<file path="src/rtl/assert_macros.svh">
// assertion macros shared by the ring line reader rtl
// no dependencies; compiled out when SYNTH is defined
`ifndef ASSERT_MACROS_SVH
`define ASSERT_MACROS_SVH

`ifndef SYNTH

`define URR_ASSERT_ALWAYS(lbl, clk, rst_n, expr, msg) \
    lbl: assert property (@(posedge clk) disable iff (!rst_n) (expr)) else $error(msg);

`define URR_ASSERT_IMPL(lbl, clk, rst_n, ante, cons, msg) \
    lbl: assert property (@(posedge clk) disable iff (!rst_n) (ante) |-> (cons)) \
        else $error(msg);

`else

`define URR_ASSERT_ALWAYS(lbl, clk, rst_n, expr, msg)

`define URR_ASSERT_IMPL(lbl, clk, rst_n, ante, cons, msg)

`endif

`endif

</file>
<file path="src/rtl/urr_pkg.sv">
// shared types, codes and constants of the ring line reader
// no dependencies
package urr_pkg;

    localparam int RING_DEPTH_DEF = 64;

    localparam int CMD_W     = 2;
    localparam int BYTE_W    = 8;
    localparam int REQ_W     = 7;
    localparam int SIZE_W    = 7;
    localparam int STAT_W    = 7;
    localparam int KIND_W    = 2;
    localparam int CFG_IDX_W = 1;
    localparam int CFG_DAT_W = 7;

    localparam logic [BYTE_W-1:0] CH_LF = 8'h0A;
    localparam logic [BYTE_W-1:0] CH_CR = 8'h0D;

    localparam logic signed [STAT_W-1:0] STATUS_OVERFLOW = -7'sd1;

    typedef enum logic [CMD_W-1:0] {
        CMD_RECV = 2'd0,
        CMD_READ = 2'd1,
        CMD_LINE = 2'd2
    } cmd_t;

    typedef enum logic [KIND_W-1:0] {
        KIND_ACK  = 2'd0,
        KIND_FWD  = 2'd1,
        KIND_DATA = 2'd2,
        KIND_STAT = 2'd3
    } kind_t;

    typedef enum logic [CFG_IDX_W-1:0] {
        REG_ENABLE = 1'd0,
        REG_SIZE   = 1'd1
    } cfg_reg_t;

    typedef enum logic [2:0] {
        ST_IDLE,
        ST_RX,
        ST_SCAN_RD,
        ST_SCAN_CHK,
        ST_EMIT_RD,
        ST_EMIT_OUT,
        ST_STATUS
    } state_t;

    typedef struct packed {
        logic enabled;
        logic size_wr;
    } cfg_stat_t;

endpackage

</file>
<file path="src/rtl/urr_if.sv">
// handshake channels of the ring line reader: command, result, configuration
// depends on urr_pkg
interface urr_in_if;
    logic                          valid;
    logic                          ready;
    logic [urr_pkg::CMD_W-1:0]     command;
    logic [urr_pkg::BYTE_W-1:0]    rx_byte;
    logic [urr_pkg::REQ_W-1:0]     request_count;

    modport source (output valid, command, rx_byte, request_count, input ready);
    modport sink   (input valid, command, rx_byte, request_count, output ready);
endinterface

interface urr_out_if;
    logic                              valid;
    logic                              ready;
    logic [urr_pkg::KIND_W-1:0]        result_kind;
    logic [urr_pkg::BYTE_W-1:0]        data_byte;
    logic                              stored;
    logic signed [urr_pkg::STAT_W-1:0] status_count;
    logic                              last;

    modport source (output valid, result_kind, data_byte, stored, status_count, last,
                    input ready);
    modport sink   (input valid, result_kind, data_byte, stored, status_count, last,
                    output ready);
endinterface

interface urr_cfg_if;
    logic                             valid;
    logic                             ready;
    logic [urr_pkg::CFG_IDX_W-1:0]    index;
    logic [urr_pkg::CFG_DAT_W-1:0]    data;

    modport source (output valid, index, data, input ready);
    modport sink   (input valid, index, data, output ready);
endinterface

</file>
<file path="src/rtl/urr_ram.sv">
// generic simple dual port ram, one write and one registered read port
// no dependencies
module urr_ram #(
    parameter int WIDTH = 8,
    parameter int DEPTH = 64
) (
    input  logic                     clk,
    input  logic                     we,
    input  logic [$clog2(DEPTH)-1:0] waddr,
    input  logic [WIDTH-1:0]         wdata,
    input  logic                     re,
    input  logic [$clog2(DEPTH)-1:0] raddr,
    output logic [WIDTH-1:0]         rdata
);

    logic [WIDTH-1:0] mem [DEPTH];
    logic [WIDTH-1:0] rdata_reg;

    always_ff @(posedge clk)
    begin
        if (we)
        begin
            mem[waddr] <= wdata;
        end
        if (re)
        begin
            rdata_reg <= mem[raddr];
        end
    end

    assign rdata = rdata_reg;

endmodule

</file>
<file path="src/rtl/urr_cfg.sv">
// configuration registers: ring enable and ring size with clamped effective size
// depends on urr_pkg, urr_if
module urr_cfg #(
    parameter int RING_DEPTH = urr_pkg::RING_DEPTH_DEF
) (
    input  logic                            clk,
    input  logic                            rst_n,
    urr_cfg_if.sink                         cfg,
    output urr_pkg::cfg_stat_t              stat,
    output logic [$clog2(RING_DEPTH+1)-1:0] eff
);

    localparam int CW = $clog2(RING_DEPTH + 1);

    logic                         en_reg;
    logic                         en_next;
    logic [urr_pkg::SIZE_W-1:0]   size_reg;
    logic [urr_pkg::SIZE_W-1:0]   size_next;
    logic                         size_wr;
    logic                         wr;

    assign cfg.ready = 1'b1;
    assign wr        = cfg.valid && cfg.ready;

    always_comb
    begin
        en_next   = en_reg;
        size_next = size_reg;
        size_wr   = 1'b0;
        if (wr)
        begin
            unique case (urr_pkg::cfg_reg_t'(cfg.index))
                urr_pkg::REG_ENABLE: en_next = cfg.data[0];
                urr_pkg::REG_SIZE:
                begin
                    size_next = urr_pkg::SIZE_W'(cfg.data);
                    size_wr   = 1'b1;
                end
                default: en_next = en_reg;
            endcase
        end
    end

    always_ff @(posedge clk or negedge rst_n)
    begin
        if (!rst_n)
        begin
            en_reg   <= 1'b0;
            size_reg <= urr_pkg::SIZE_W'(RING_DEPTH);
        end
        else
        begin
            en_reg   <= en_next;
            size_reg <= size_next;
        end
    end

    // clamp to the range the ring supports
    always_comb
    begin
        if (size_reg < urr_pkg::SIZE_W'(2))
        begin
            eff = CW'(2);
        end
        else if (size_reg > urr_pkg::SIZE_W'(RING_DEPTH))
        begin
            eff = CW'(RING_DEPTH);
        end
        else
        begin
            eff = CW'(size_reg);
        end
    end

    assign stat.enabled = en_reg;
    assign stat.size_wr = size_wr;

endmodule

</file>
<file path="src/rtl/urr_seq.sv">
// command sequencer: ring pointers, line scan, pop and result register
// depends on urr_pkg, urr_if; drives the ring ram ports
module urr_seq #(
    parameter int RING_DEPTH = urr_pkg::RING_DEPTH_DEF
) (
    input  logic                             clk,
    input  logic                             rst_n,
    urr_in_if.sink                           cmd,
    urr_out_if.source                        rsp,
    input  urr_pkg::cfg_stat_t               cfg_stat,
    input  logic [$clog2(RING_DEPTH+1)-1:0]  eff,
    output logic                             ram_we,
    output logic [$clog2(RING_DEPTH)-1:0]    ram_waddr,
    output logic [urr_pkg::BYTE_W-1:0]       ram_wdata,
    output logic                             ram_re,
    output logic [$clog2(RING_DEPTH)-1:0]    ram_raddr,
    input  logic [urr_pkg::BYTE_W-1:0]       ram_rdata
);

    localparam int AW = $clog2(RING_DEPTH);
    localparam int CW = $clog2(RING_DEPTH + 1);
    localparam int NW = urr_pkg::REQ_W;

    function automatic logic [AW-1:0] adv(input logic [AW-1:0] p, input logic [CW-1:0] sz);
        logic [CW-1:0] n;
        n = CW'(p) + CW'(1);
        return (n >= sz) ? '0 : AW'(n);
    endfunction

    urr_pkg::state_t                   state_reg;
    urr_pkg::state_t                   state_next;
    urr_pkg::cmd_t                     cmd_reg;
    urr_pkg::cmd_t                     cmd_next;
    logic [urr_pkg::BYTE_W-1:0]        byte_reg;
    logic [urr_pkg::BYTE_W-1:0]        byte_next;
    logic [AW-1:0]                     wp_reg;
    logic [AW-1:0]                     wp_next;
    logic [AW-1:0]                     rp_reg;
    logic [AW-1:0]                     rp_next;
    logic [AW-1:0]                     ptr_reg;
    logic [AW-1:0]                     ptr_next;
    logic [NW-1:0]                     cnt_reg;
    logic [NW-1:0]                     cnt_next;
    logic [NW-1:0]                     space_reg;
    logic [NW-1:0]                     space_next;
    logic                              over_reg;
    logic                              over_next;
    logic signed [urr_pkg::STAT_W-1:0] status_reg;
    logic signed [urr_pkg::STAT_W-1:0] status_next;

    logic                              out_valid_reg;
    logic                              out_valid_next;
    urr_pkg::kind_t                    kind_reg;
    urr_pkg::kind_t                    kind_next;
    logic [urr_pkg::BYTE_W-1:0]        data_reg;
    logic [urr_pkg::BYTE_W-1:0]        data_next;
    logic                              stored_reg;
    logic                              stored_next;
    logic signed [urr_pkg::STAT_W-1:0] count_reg;
    logic signed [urr_pkg::STAT_W-1:0] count_next;
    logic                              last_reg;
    logic                              last_next;

    logic                              accept;
    logic                              out_free;
    logic                              at_end;
    logic                              is_term;
    logic                              copy;
    logic [NW-1:0]                     n_new;
    logic                              full_scan;
    logic                              line_bad;
    logic                              emit_go;
    logic [AW-1:0]                     wp_adv;
    logic                              rx_ok;

    assign cmd.ready = (state_reg == urr_pkg::ST_IDLE);
    assign accept    = cmd.valid && cmd.ready;
    assign out_free  = !out_valid_reg || rsp.ready;
    assign at_end    = (ptr_reg == wp_reg);
    assign is_term   = (ram_rdata == urr_pkg::CH_LF) || (ram_rdata == urr_pkg::CH_CR);
    assign copy      = (space_reg > NW'(1));
    assign n_new     = cnt_reg + NW'(copy);
    assign full_scan = (cnt_reg + NW'(1)) >= NW'(eff);
    assign line_bad  = over_reg || !copy || ((n_new + NW'(1)) >= NW'(eff));
    assign emit_go   = (cnt_reg != '0) && !at_end;
    assign wp_adv    = adv(wp_reg, eff);
    assign rx_ok     = (wp_adv != rp_reg);

    // next state
    always_comb
    begin
        state_next = state_reg;
        unique case (state_reg)
            urr_pkg::ST_IDLE:
            begin
                if (accept)
                begin
                    case (urr_pkg::cmd_t'(cmd.command))
                        urr_pkg::CMD_RECV: state_next = urr_pkg::ST_RX;
                        urr_pkg::CMD_READ: state_next = urr_pkg::ST_EMIT_RD;
                        urr_pkg::CMD_LINE:
                            state_next = (cfg_stat.enabled && cmd.request_count != '0)
                                ? urr_pkg::ST_SCAN_RD : urr_pkg::ST_STATUS;
                        default: state_next = urr_pkg::ST_IDLE;
                    endcase
                end
            end
            urr_pkg::ST_RX:
                if (out_free) state_next = urr_pkg::ST_IDLE;
            urr_pkg::ST_SCAN_RD:
                state_next = at_end ? urr_pkg::ST_STATUS : urr_pkg::ST_SCAN_CHK;
            urr_pkg::ST_SCAN_CHK:
                state_next = is_term ? urr_pkg::ST_EMIT_RD : urr_pkg::ST_SCAN_RD;
            urr_pkg::ST_EMIT_RD:
                state_next = emit_go ? urr_pkg::ST_EMIT_OUT : urr_pkg::ST_STATUS;
            urr_pkg::ST_EMIT_OUT:
                if (out_free) state_next = urr_pkg::ST_EMIT_RD;
            urr_pkg::ST_STATUS:
                if (out_free) state_next = urr_pkg::ST_IDLE;
            default: state_next = urr_pkg::ST_IDLE;
        endcase
    end

    // datapath and outputs
    always_comb
    begin
        cmd_next       = cmd_reg;
        byte_next      = byte_reg;
        wp_next        = wp_reg;
        rp_next        = rp_reg;
        ptr_next       = ptr_reg;
        cnt_next       = cnt_reg;
        space_next     = space_reg;
        over_next      = over_reg;
        status_next    = status_reg;
        out_valid_next = out_valid_reg && !rsp.ready;
        kind_next      = kind_reg;
        data_next      = data_reg;
        stored_next    = stored_reg;
        count_next     = count_reg;
        last_next      = last_reg;
        ram_we         = 1'b0;
        ram_waddr      = wp_reg;
        ram_wdata      = byte_reg;
        ram_re         = 1'b0;
        ram_raddr      = ptr_reg;

        unique case (state_reg)
            urr_pkg::ST_IDLE:
            begin
                if (accept)
                begin
                    cmd_next    = urr_pkg::cmd_t'(cmd.command);
                    byte_next   = cmd.rx_byte;
                    ptr_next    = rp_reg;
                    space_next  = cmd.request_count;
                    over_next   = 1'b0;
                    status_next = '0;
                    cnt_next    = (urr_pkg::cmd_t'(cmd.command) == urr_pkg::CMD_READ
                                   && cfg_stat.enabled) ? cmd.request_count : '0;
                end
            end
            urr_pkg::ST_RX:
            begin
                if (out_free)
                begin
                    out_valid_next = 1'b1;
                    last_next      = 1'b1;
                    count_next     = '0;
                    if (cfg_stat.enabled)
                    begin
                        kind_next   = urr_pkg::KIND_ACK;
                        data_next   = '0;
                        stored_next = rx_ok;
                        if (rx_ok)
                        begin
                            ram_we  = 1'b1;
                            wp_next = wp_adv;
                        end
                    end
                    else
                    begin
                        kind_next   = urr_pkg::KIND_FWD;
                        data_next   = byte_reg;
                        stored_next = 1'b0;
                    end
                end
            end
            urr_pkg::ST_SCAN_RD:
            begin
                if (at_end)
                begin
                    // every stored byte scanned without a terminator
                    cnt_next = '0;
                    if (full_scan)
                    begin
                        status_next = urr_pkg::STATUS_OVERFLOW;
                        rp_next     = wp_reg;
                    end
                    else
                    begin
                        status_next = '0;
                    end
                end
                else
                begin
                    ram_re = 1'b1;
                end
            end
            urr_pkg::ST_SCAN_CHK:
            begin
                if (is_term)
                begin
                    rp_next     = adv(ptr_reg, eff);
                    ptr_next    = rp_reg;
                    status_next = line_bad ? urr_pkg::STATUS_OVERFLOW
                                           : urr_pkg::STAT_W'(n_new);
                    cnt_next    = line_bad ? '0 : n_new;
                end
                else
                begin
                    ptr_next   = adv(ptr_reg, eff);
                    cnt_next   = n_new;
                    space_next = copy ? space_reg - NW'(1) : space_reg;
                    over_next  = over_reg || !copy;
                end
            end
            urr_pkg::ST_EMIT_RD:
            begin
                ram_re = emit_go;
            end
            urr_pkg::ST_EMIT_OUT:
            begin
                if (out_free)
                begin
                    out_valid_next = 1'b1;
                    kind_next      = urr_pkg::KIND_DATA;
                    data_next      = ram_rdata;
                    stored_next    = 1'b0;
                    count_next     = '0;
                    last_next      = 1'b0;
                    ptr_next       = adv(ptr_reg, eff);
                    cnt_next       = cnt_reg - NW'(1);
                    if (cmd_reg == urr_pkg::CMD_READ)
                    begin
                        status_next = status_reg + urr_pkg::STAT_W'(1);
                    end
                end
            end
            urr_pkg::ST_STATUS:
            begin
                if (out_free)
                begin
                    out_valid_next = 1'b1;
                    kind_next      = urr_pkg::KIND_STAT;
                    data_next      = '0;
                    stored_next    = 1'b0;
                    count_next     = status_reg;
                    last_next      = 1'b1;
                    if (cmd_reg == urr_pkg::CMD_READ)
                    begin
                        rp_next = ptr_reg;
                    end
                end
            end
            default: out_valid_next = out_valid_reg && !rsp.ready;
        endcase

        // a size write empties the ring
        if (cfg_stat.size_wr)
        begin
            wp_next = '0;
            rp_next = '0;
        end
    end

    always_ff @(posedge clk or negedge rst_n)
    begin
        if (!rst_n)
        begin
            state_reg     <= urr_pkg::ST_IDLE;
            wp_reg        <= '0;
            rp_reg        <= '0;
            out_valid_reg <= 1'b0;
        end
        else
        begin
            state_reg     <= state_next;
            wp_reg        <= wp_next;
            rp_reg        <= rp_next;
            out_valid_reg <= out_valid_next;
        end
    end

    always_ff @(posedge clk)
    begin
        cmd_reg    <= cmd_next;
        byte_reg   <= byte_next;
        ptr_reg    <= ptr_next;
        cnt_reg    <= cnt_next;
        space_reg  <= space_next;
        over_reg   <= over_next;
        status_reg <= status_next;
        kind_reg   <= kind_next;
        data_reg   <= data_next;
        stored_reg <= stored_next;
        count_reg  <= count_next;
        last_reg   <= last_next;
    end

    assign rsp.valid        = out_valid_reg;
    assign rsp.result_kind  = kind_reg;
    assign rsp.data_byte    = data_reg;
    assign rsp.stored       = stored_reg;
    assign rsp.status_count = count_reg;
    assign rsp.last         = last_reg;

endmodule

</file>
<file path="src/rtl/uart_rx_ring_line_reader_core.sv">
// receive: accept, then ring write and result register
// read: accept, a ram read and a result word per popped byte, final pointer check, status
// read line: accept, a read and a check per scanned byte, then as read per delivered byte;
// with ring off or a zero request, accept then status; a waiting result word holds the sequencer
// a new command is taken while the previous result still waits in the output register
// reset: ring disabled, size RING_DEPTH, pointers zero; ring contents are not cleared
`include "assert_macros.svh"

module uart_rx_ring_line_reader_core #(
    parameter int RING_DEPTH = urr_pkg::RING_DEPTH_DEF
) (
    input  logic       clk,
    input  logic       rst_n,
    urr_in_if.sink     cmd,
    urr_out_if.source  rsp,
    urr_cfg_if.sink    cfg
);

    localparam int AW = $clog2(RING_DEPTH);
    localparam int CW = $clog2(RING_DEPTH + 1);

    urr_pkg::cfg_stat_t          cfg_stat;
    logic [CW-1:0]               eff;
    logic                        ram_we;
    logic [AW-1:0]               ram_waddr;
    logic [urr_pkg::BYTE_W-1:0]  ram_wdata;
    logic                        ram_re;
    logic [AW-1:0]               ram_raddr;
    logic [urr_pkg::BYTE_W-1:0]  ram_rdata;

    urr_cfg #(
        .RING_DEPTH (RING_DEPTH)
    ) u_cfg (
        .clk   (clk),
        .rst_n (rst_n),
        .cfg   (cfg),
        .stat  (cfg_stat),
        .eff   (eff)
    );

    urr_seq #(
        .RING_DEPTH (RING_DEPTH)
    ) u_seq (
        .clk       (clk),
        .rst_n     (rst_n),
        .cmd       (cmd),
        .rsp       (rsp),
        .cfg_stat  (cfg_stat),
        .eff       (eff),
        .ram_we    (ram_we),
        .ram_waddr (ram_waddr),
        .ram_wdata (ram_wdata),
        .ram_re    (ram_re),
        .ram_raddr (ram_raddr),
        .ram_rdata (ram_rdata)
    );

    urr_ram #(
        .WIDTH (urr_pkg::BYTE_W),
        .DEPTH (RING_DEPTH)
    ) u_ram (
        .clk   (clk),
        .we    (ram_we),
        .waddr (ram_waddr),
        .wdata (ram_wdata),
        .re    (ram_re),
        .raddr (ram_raddr),
        .rdata (ram_rdata)
    );

    `URR_ASSERT_ALWAYS(a_no_rw_overlap, clk, rst_n, !(ram_we && ram_re), "read and write overlap")
    `URR_ASSERT_IMPL(a_raddr_in_ring, clk, rst_n, ram_re, CW'(ram_raddr) < eff, "read past ring")
    `URR_ASSERT_IMPL(a_waddr_in_ring, clk, rst_n, ram_we, CW'(ram_waddr) < eff, "write past ring")
    `URR_ASSERT_IMPL(a_wr_enabled, clk, rst_n, ram_we, cfg_stat.enabled, "write with ring off")

endmodule

</file>
<file path="src/flat_wrapper.sv">
// flat-port wrapper written by rule: the top's interface ports become plain ports
module uart_rx_ring_line_reader_core_flat 
#(
    parameter int RING_DEPTH = urr_pkg::RING_DEPTH_DEF
)
  (clk, rst_n, cmd_valid, cmd_command, cmd_rx_byte, cmd_request_count, cmd_ready, rsp_valid, rsp_result_kind, rsp_data_byte, rsp_stored, rsp_status_count, rsp_last, rsp_ready, cfg_valid, cfg_index, cfg_data, cfg_ready);
  urr_in_if cmd_i ();
  urr_out_if rsp_i ();
  urr_cfg_if cfg_i ();
  input  logic clk;
  input  logic rst_n;
  input wire logic [$bits(cmd_i.valid)-1:0] cmd_valid;
  input wire logic [$bits(cmd_i.command)-1:0] cmd_command;
  input wire logic [$bits(cmd_i.rx_byte)-1:0] cmd_rx_byte;
  input wire logic [$bits(cmd_i.request_count)-1:0] cmd_request_count;
  output wire logic [$bits(cmd_i.ready)-1:0] cmd_ready;
  output wire logic [$bits(rsp_i.valid)-1:0] rsp_valid;
  output wire logic [$bits(rsp_i.result_kind)-1:0] rsp_result_kind;
  output wire logic [$bits(rsp_i.data_byte)-1:0] rsp_data_byte;
  output wire logic [$bits(rsp_i.stored)-1:0] rsp_stored;
  output wire logic [$bits(rsp_i.status_count)-1:0] rsp_status_count;
  output wire logic [$bits(rsp_i.last)-1:0] rsp_last;
  input wire logic [$bits(rsp_i.ready)-1:0] rsp_ready;
  input wire logic [$bits(cfg_i.valid)-1:0] cfg_valid;
  input wire logic [$bits(cfg_i.index)-1:0] cfg_index;
  input wire logic [$bits(cfg_i.data)-1:0] cfg_data;
  output wire logic [$bits(cfg_i.ready)-1:0] cfg_ready;
  assign cmd_i.valid = cmd_valid;
  assign cmd_i.command = cmd_command;
  assign cmd_i.rx_byte = cmd_rx_byte;
  assign cmd_i.request_count = cmd_request_count;
  assign cmd_ready = cmd_i.ready;
  assign rsp_valid = rsp_i.valid;
  assign rsp_result_kind = rsp_i.result_kind;
  assign rsp_data_byte = rsp_i.data_byte;
  assign rsp_stored = rsp_i.stored;
  assign rsp_status_count = rsp_i.status_count;
  assign rsp_last = rsp_i.last;
  assign rsp_i.ready = rsp_ready;
  assign cfg_i.valid = cfg_valid;
  assign cfg_i.index = cfg_index;
  assign cfg_i.data = cfg_data;
  assign cfg_ready = cfg_i.ready;
  uart_rx_ring_line_reader_core #(.RING_DEPTH(RING_DEPTH)) u_core (.clk(clk), .rst_n(rst_n), .cmd(cmd_i), .rsp(rsp_i), .cfg(cfg_i));
endmodule
</file>
<file path="config.mk">
export PLATFORM = sky130hd
export DESIGN_NAME = uart_rx_ring_line_reader_core_flat
export DESIGN_NICKNAME = d
export VERILOG_FILES = /design/src/rtl/urr_pkg.sv /design/src/rtl/urr_if.sv /design/src/rtl/urr_ram.sv /design/src/rtl/urr_cfg.sv /design/src/rtl/urr_seq.sv /design/src/rtl/uart_rx_ring_line_reader_core.sv /design/src/flat_wrapper.sv
export VERILOG_INCLUDE_DIRS = /design/src /design/src/rtl
export SDC_FILE = /design/constraint.sdc
export NUM_CORES = 1
export LEC_CHECK = 0
export BUFFER_PORTS_ARGS = -buffer_cell sky130_fd_sc_hd__buf_2
export CAP_MARGIN = 25
export CORE_MARGIN = 10
export CORE_UTILIZATION = 47
export CTS_BUF_LIST = sky130_fd_sc_hd__clkbuf_16
export CTS_CLUSTER_SIZE = 20
export DETAILED_ROUTE_END_ITERATION = 7
export PLACE_DENSITY_LB_ADDON = 0.15
export SLEW_MARGIN = 20
export SYNTH_ARGS = -nofsm -noshare
export SYNTH_HDL_FRONTEND = slang
export SYNTH_HIERARCHICAL = 1
export SYNTH_SLANG_ARGS = --single-unit
</file>
<file path="constraint.sdc">
create_clock -name clk -period 8.5 [get_ports clk]
set_clock_uncertainty 0.05 [all_clocks]
set_input_delay 0.425 -clock clk [delete_from_list [all_inputs] [get_ports clk]]
set_output_delay 0.425 -clock clk [all_outputs]
set_load 0.1 [all_outputs]
</file>
==> results.json <==
{
  "status": "finished, final reports clean",
  "grt_use_met3": 0.0415,
  "ys_warn_count": 6,
  "p_total_w": 0.00983,
  "swShare": 0.344,
  "power.leakage_nw": 9.55,
  "path_class": "flip-flop to flip-flop",
  "path_buf_inv": 2,
  "maxCapViolCount": 0,
  "die-area_sq_mm": 0.0644,
  "path_cells": "ha_1 > and3_1 > xnor2_1 > inv_1 > ha_1 > a21o_1 > a221o_1 > a41o_2 > o2bb2ai_2 > a211oi_4 > o21ai_4 > inv_1 > nand4_1 > nor2_1",
  "critPathRequiredTime_ps": 8700,
  "r2r_cells": 14,
  "fin_nets": 1619,
  "synthToLayoutAreaGrowth_pct": 12.3,
  "synth_seq_cells": 601,
  "ant_nets": 0,
  "fillCellCount": 4255,
  "power_density_mw_per_mm2": 341,
  "min_period_over_period": 0.696,
  "layout_common_cells": "edfxtp_1 (577), nor2_1 (139), mux4_2 (126)",
  "r2r_start": "u_core/u_seq/ram_waddr[0]$_DFFE_PN0P_",
  "num_vias": 14065,
  "gr-usage-met1": 0.265,
  "place_congestion": 0.792,
  "wire_per_inst_um": 27.6,
  "hold_start": "cmd_command[1]",
  "dr.pass1.iters": 6,
  "largest_register_ffs": 512,
  "clk_path_buf_depth": 3,
  "num_antenna_cells": 0,
  "core-area_sq_mm": 0.0540,
  "grt_max_degree": 118,
  "grt.total_usage": 0.197,
  "cts_resized": 0,
  "crit_family": "simple AND/OR/NAND/NOR gates",
  "drv_slew": 0,
  "critPathMaxFanout": 18,
  "antenna_found_initial": 0,
  "use_met2": 0.322,
  "cts.sinks": 601,
  "placed_area_sq_mm": 0.0265,
  "r2r_setup_slack_ps": 2590,
  "p_comb_frac": 0.330,
  "p_int_w": 0.00645,
  "slowest_stage": "nor2_1",
  "power_frac_clock": 0.289,
  "grt_pass1_wl_mm": 93.9,
  "finalSetupViolCount": 0,
  "avgViaCountPerCell": 6.12,
  "syn_area_per_cell_sq_um": 17.3,
  "hp-class": "input port to flip-flop",
  "drt_wl_total_mm": 63.4,
  "multi_input_area_sq_mm": 0.00725,
  "cts_tree": "done",
  "die_w_um": 254,
  "setup.worst_path.end_class": "flip-flop",
  "timing.slew.headroom": 0.263,
  "ios": 52,
  "timing.rr.end": "u_core/u_ram/mem[23][4]$_DFFE_PP_",
  "min_to": "u_core/u_seq/cmd_reg[1]$_DFFE_PP_",
  "hold_path_depth": 1,
  "setup_tns_ps": 0,
  "layout_min_cycle_time_ps": 5910,
  "chipHeight_um": 254,
  "top_usage_layer": "met2",
  "clk_latency_ps": 640,
  "cts-root-buf": "clkbuf_16",
  "rows": 85,
  "numCtsBuffers": 61,
  "p_seq_frac": 0.382,
  "synth-edff-count": 577,
  "initial_core_util": 0.476,
  "critical-path-max-stage-delay_ps": 940,
  "syn-instance-count": 1482,
  "drtIter0Drc": 1278,
  "syn-cell-area_sq_mm": 0.0257,
  "grt-ovfl-total": 0,
  "worst_pin_slew_ps": 1080,
  "layout-drive-gt1-share": 0.205,
  "final_common_cell": "edfxtp_1",
  "synth-main-ff-cell": "edfxtp_1",
  "stdcell_area_sq_mm": 0.0288,
  "power.switching_w": 0.00338,
  "fmax_mhz": 169,
  "crit_start": "u_core/u_seq/ram_waddr[0]$_DFFE_PN0P_",
  "seqCellArea_sq_mm": 0.0179,
  "numPortBuffers": 50,
  "htree_levels": 2,
  "grt_pass1_vias": 14253,
  "ys_async_sr_fraction": 0.0399,
  "peakVddDrop_uv": 375,
  "drc": 0,
  "clk_pin_slew_worst_paths_ps": 60,
  "hold_viol": 0,
  "crit_path_start_kind": "flip-flop",
  "ys_types": 78,
  "top_register": "u_core/u_ram/mem",
  "dp.final_hpwl_mm": 38.7,
  "synth_fp_nets": 1550,
  "ys_seq_area_frac": 0.698,
  "arrival_ps": 6110,
  "rsz0062_at_grt": "no"
}
metrics by stage:
stage,cells,hold slack [ps],setup WS [ps],util
finish,2299,49.8,2590,0.534
global route,2299,35.8,2300,0.534
CTS,2299,20.8,2730,0.534
detailed placement,2167,436,2760,0.491
global placement,2166,431,2960,0.491
floorplan,1482,79.4,4270,-
layer usage:
layer,share of wire,vias up
met1,0.42,7362
met5,0,-
met4,0.025,0
met3,0.072,92
met2,0.48,520
li1,-,6091
timing repair:
item | CTS | global route
buffers inserted | 0 | 0
hold buffers | 17 | 0
endpoints found under the hold margin | 40 | 0
worst reg2reg max path, stage by stage (launching register included):
cell       delay [ps]
dfrtp_1           760
ha_1              380
and3_1            270
xnor2_1           210
inv_1              80
ha_1              320
a21o_1            170
a221o_1           320
a41o_2            300
o2bb2ai_2         160
a211oi_4          340
o21ai_4           130
inv_1             210
nand4_1           880
nor2_1            940
Yosys cell counts (all sizes together), types with 12 or more instances:
library cell  count  area share
mux4            126        0.11
buf              43       0.011
xor2             24      0.0082
xnor2            21      0.0072
a21oi            18      0.0035
nand3            30      0.0058
and2             12      0.0030
nand2            63      0.0092
inv              23      0.0034
mux2i            26       0.010
ha               38       0.019
dfrtp            23       0.022
nand2b           18      0.0044
nor2b            22      0.0054
edfxtp          577        0.67
a22o             13      0.0044
clkbuf           36      0.0057
o21ai            36      0.0075
nor3             13      0.0025
mux2             21      0.0092
nor2            139       0.020
power groups by stage:
stage | logic (W) | registers (W) | clock network, W
after floorplan | 0.00206 | 0.00410 | 0
after global placement | 0.00321 | 0.00381 | 0
after detailed placement | 0.00324 | 0.00381 | 0
after CTS | 0.00325 | 0.00375 | 0.00289
after global routing | 0.00347 | 0.00377 | 0.00303
final | 0.00324 | 0.00375 | 0.00284
layout make-up:
| class | count | share of cell area |
|---|---|---|
| Timing Repair Buffer | 85 | 0.0196 |
| Inverter | 23 | 0.00299 |
| Clock buffer | 61 | 0.0529 |
| Multi-Input combinational cell | 779 | 0.251 |
| Tap cell | 696 | 0.0302 |
| Clock inverter | 54 | 0.0216 |
| Sequential cell | 601 | 0.621 |
kinds of logic after synthesis:
family / share of synthesized area
AO/OA/AOI/OAI: 0.0543
XOR/XNOR: 0.0153
adder cells (fa/ha/maj): 0.0185
buffers and inverters: 0.0205
flip-flops: 0.698
multiplexers: 0.130
other: 0.000146
AND/OR/NAND/NOR: 0.0637
worst max path at each step:
| stage | endpoint | slack [ps] | cells past startpoint |
|---|---|---|---|
| finish | u_core/u_ram/mem[23][4]$_DFFE_PP_ | 2590 | 14 |
| global route | u_core/u_ram/mem[46][6]$_DFFE_PP_ | 2300 | 15 |
| CTS | u_core/u_ram/mem[23][4]$_DFFE_PP_ | 2730 | 14 |
| detailed placement | u_core/u_ram/mem[23][4]$_DFFE_PP_ | 2760 | 14 |
| global placement | u_core/u_ram/mem[62][0]$_DFFE_PP_ | 2960 | 15 |
| floorplan | u_core/u_ram/mem[30][0]$_DFFE_PP_ | 4270 | 15 |
Power figures use the tool's default switching activity.
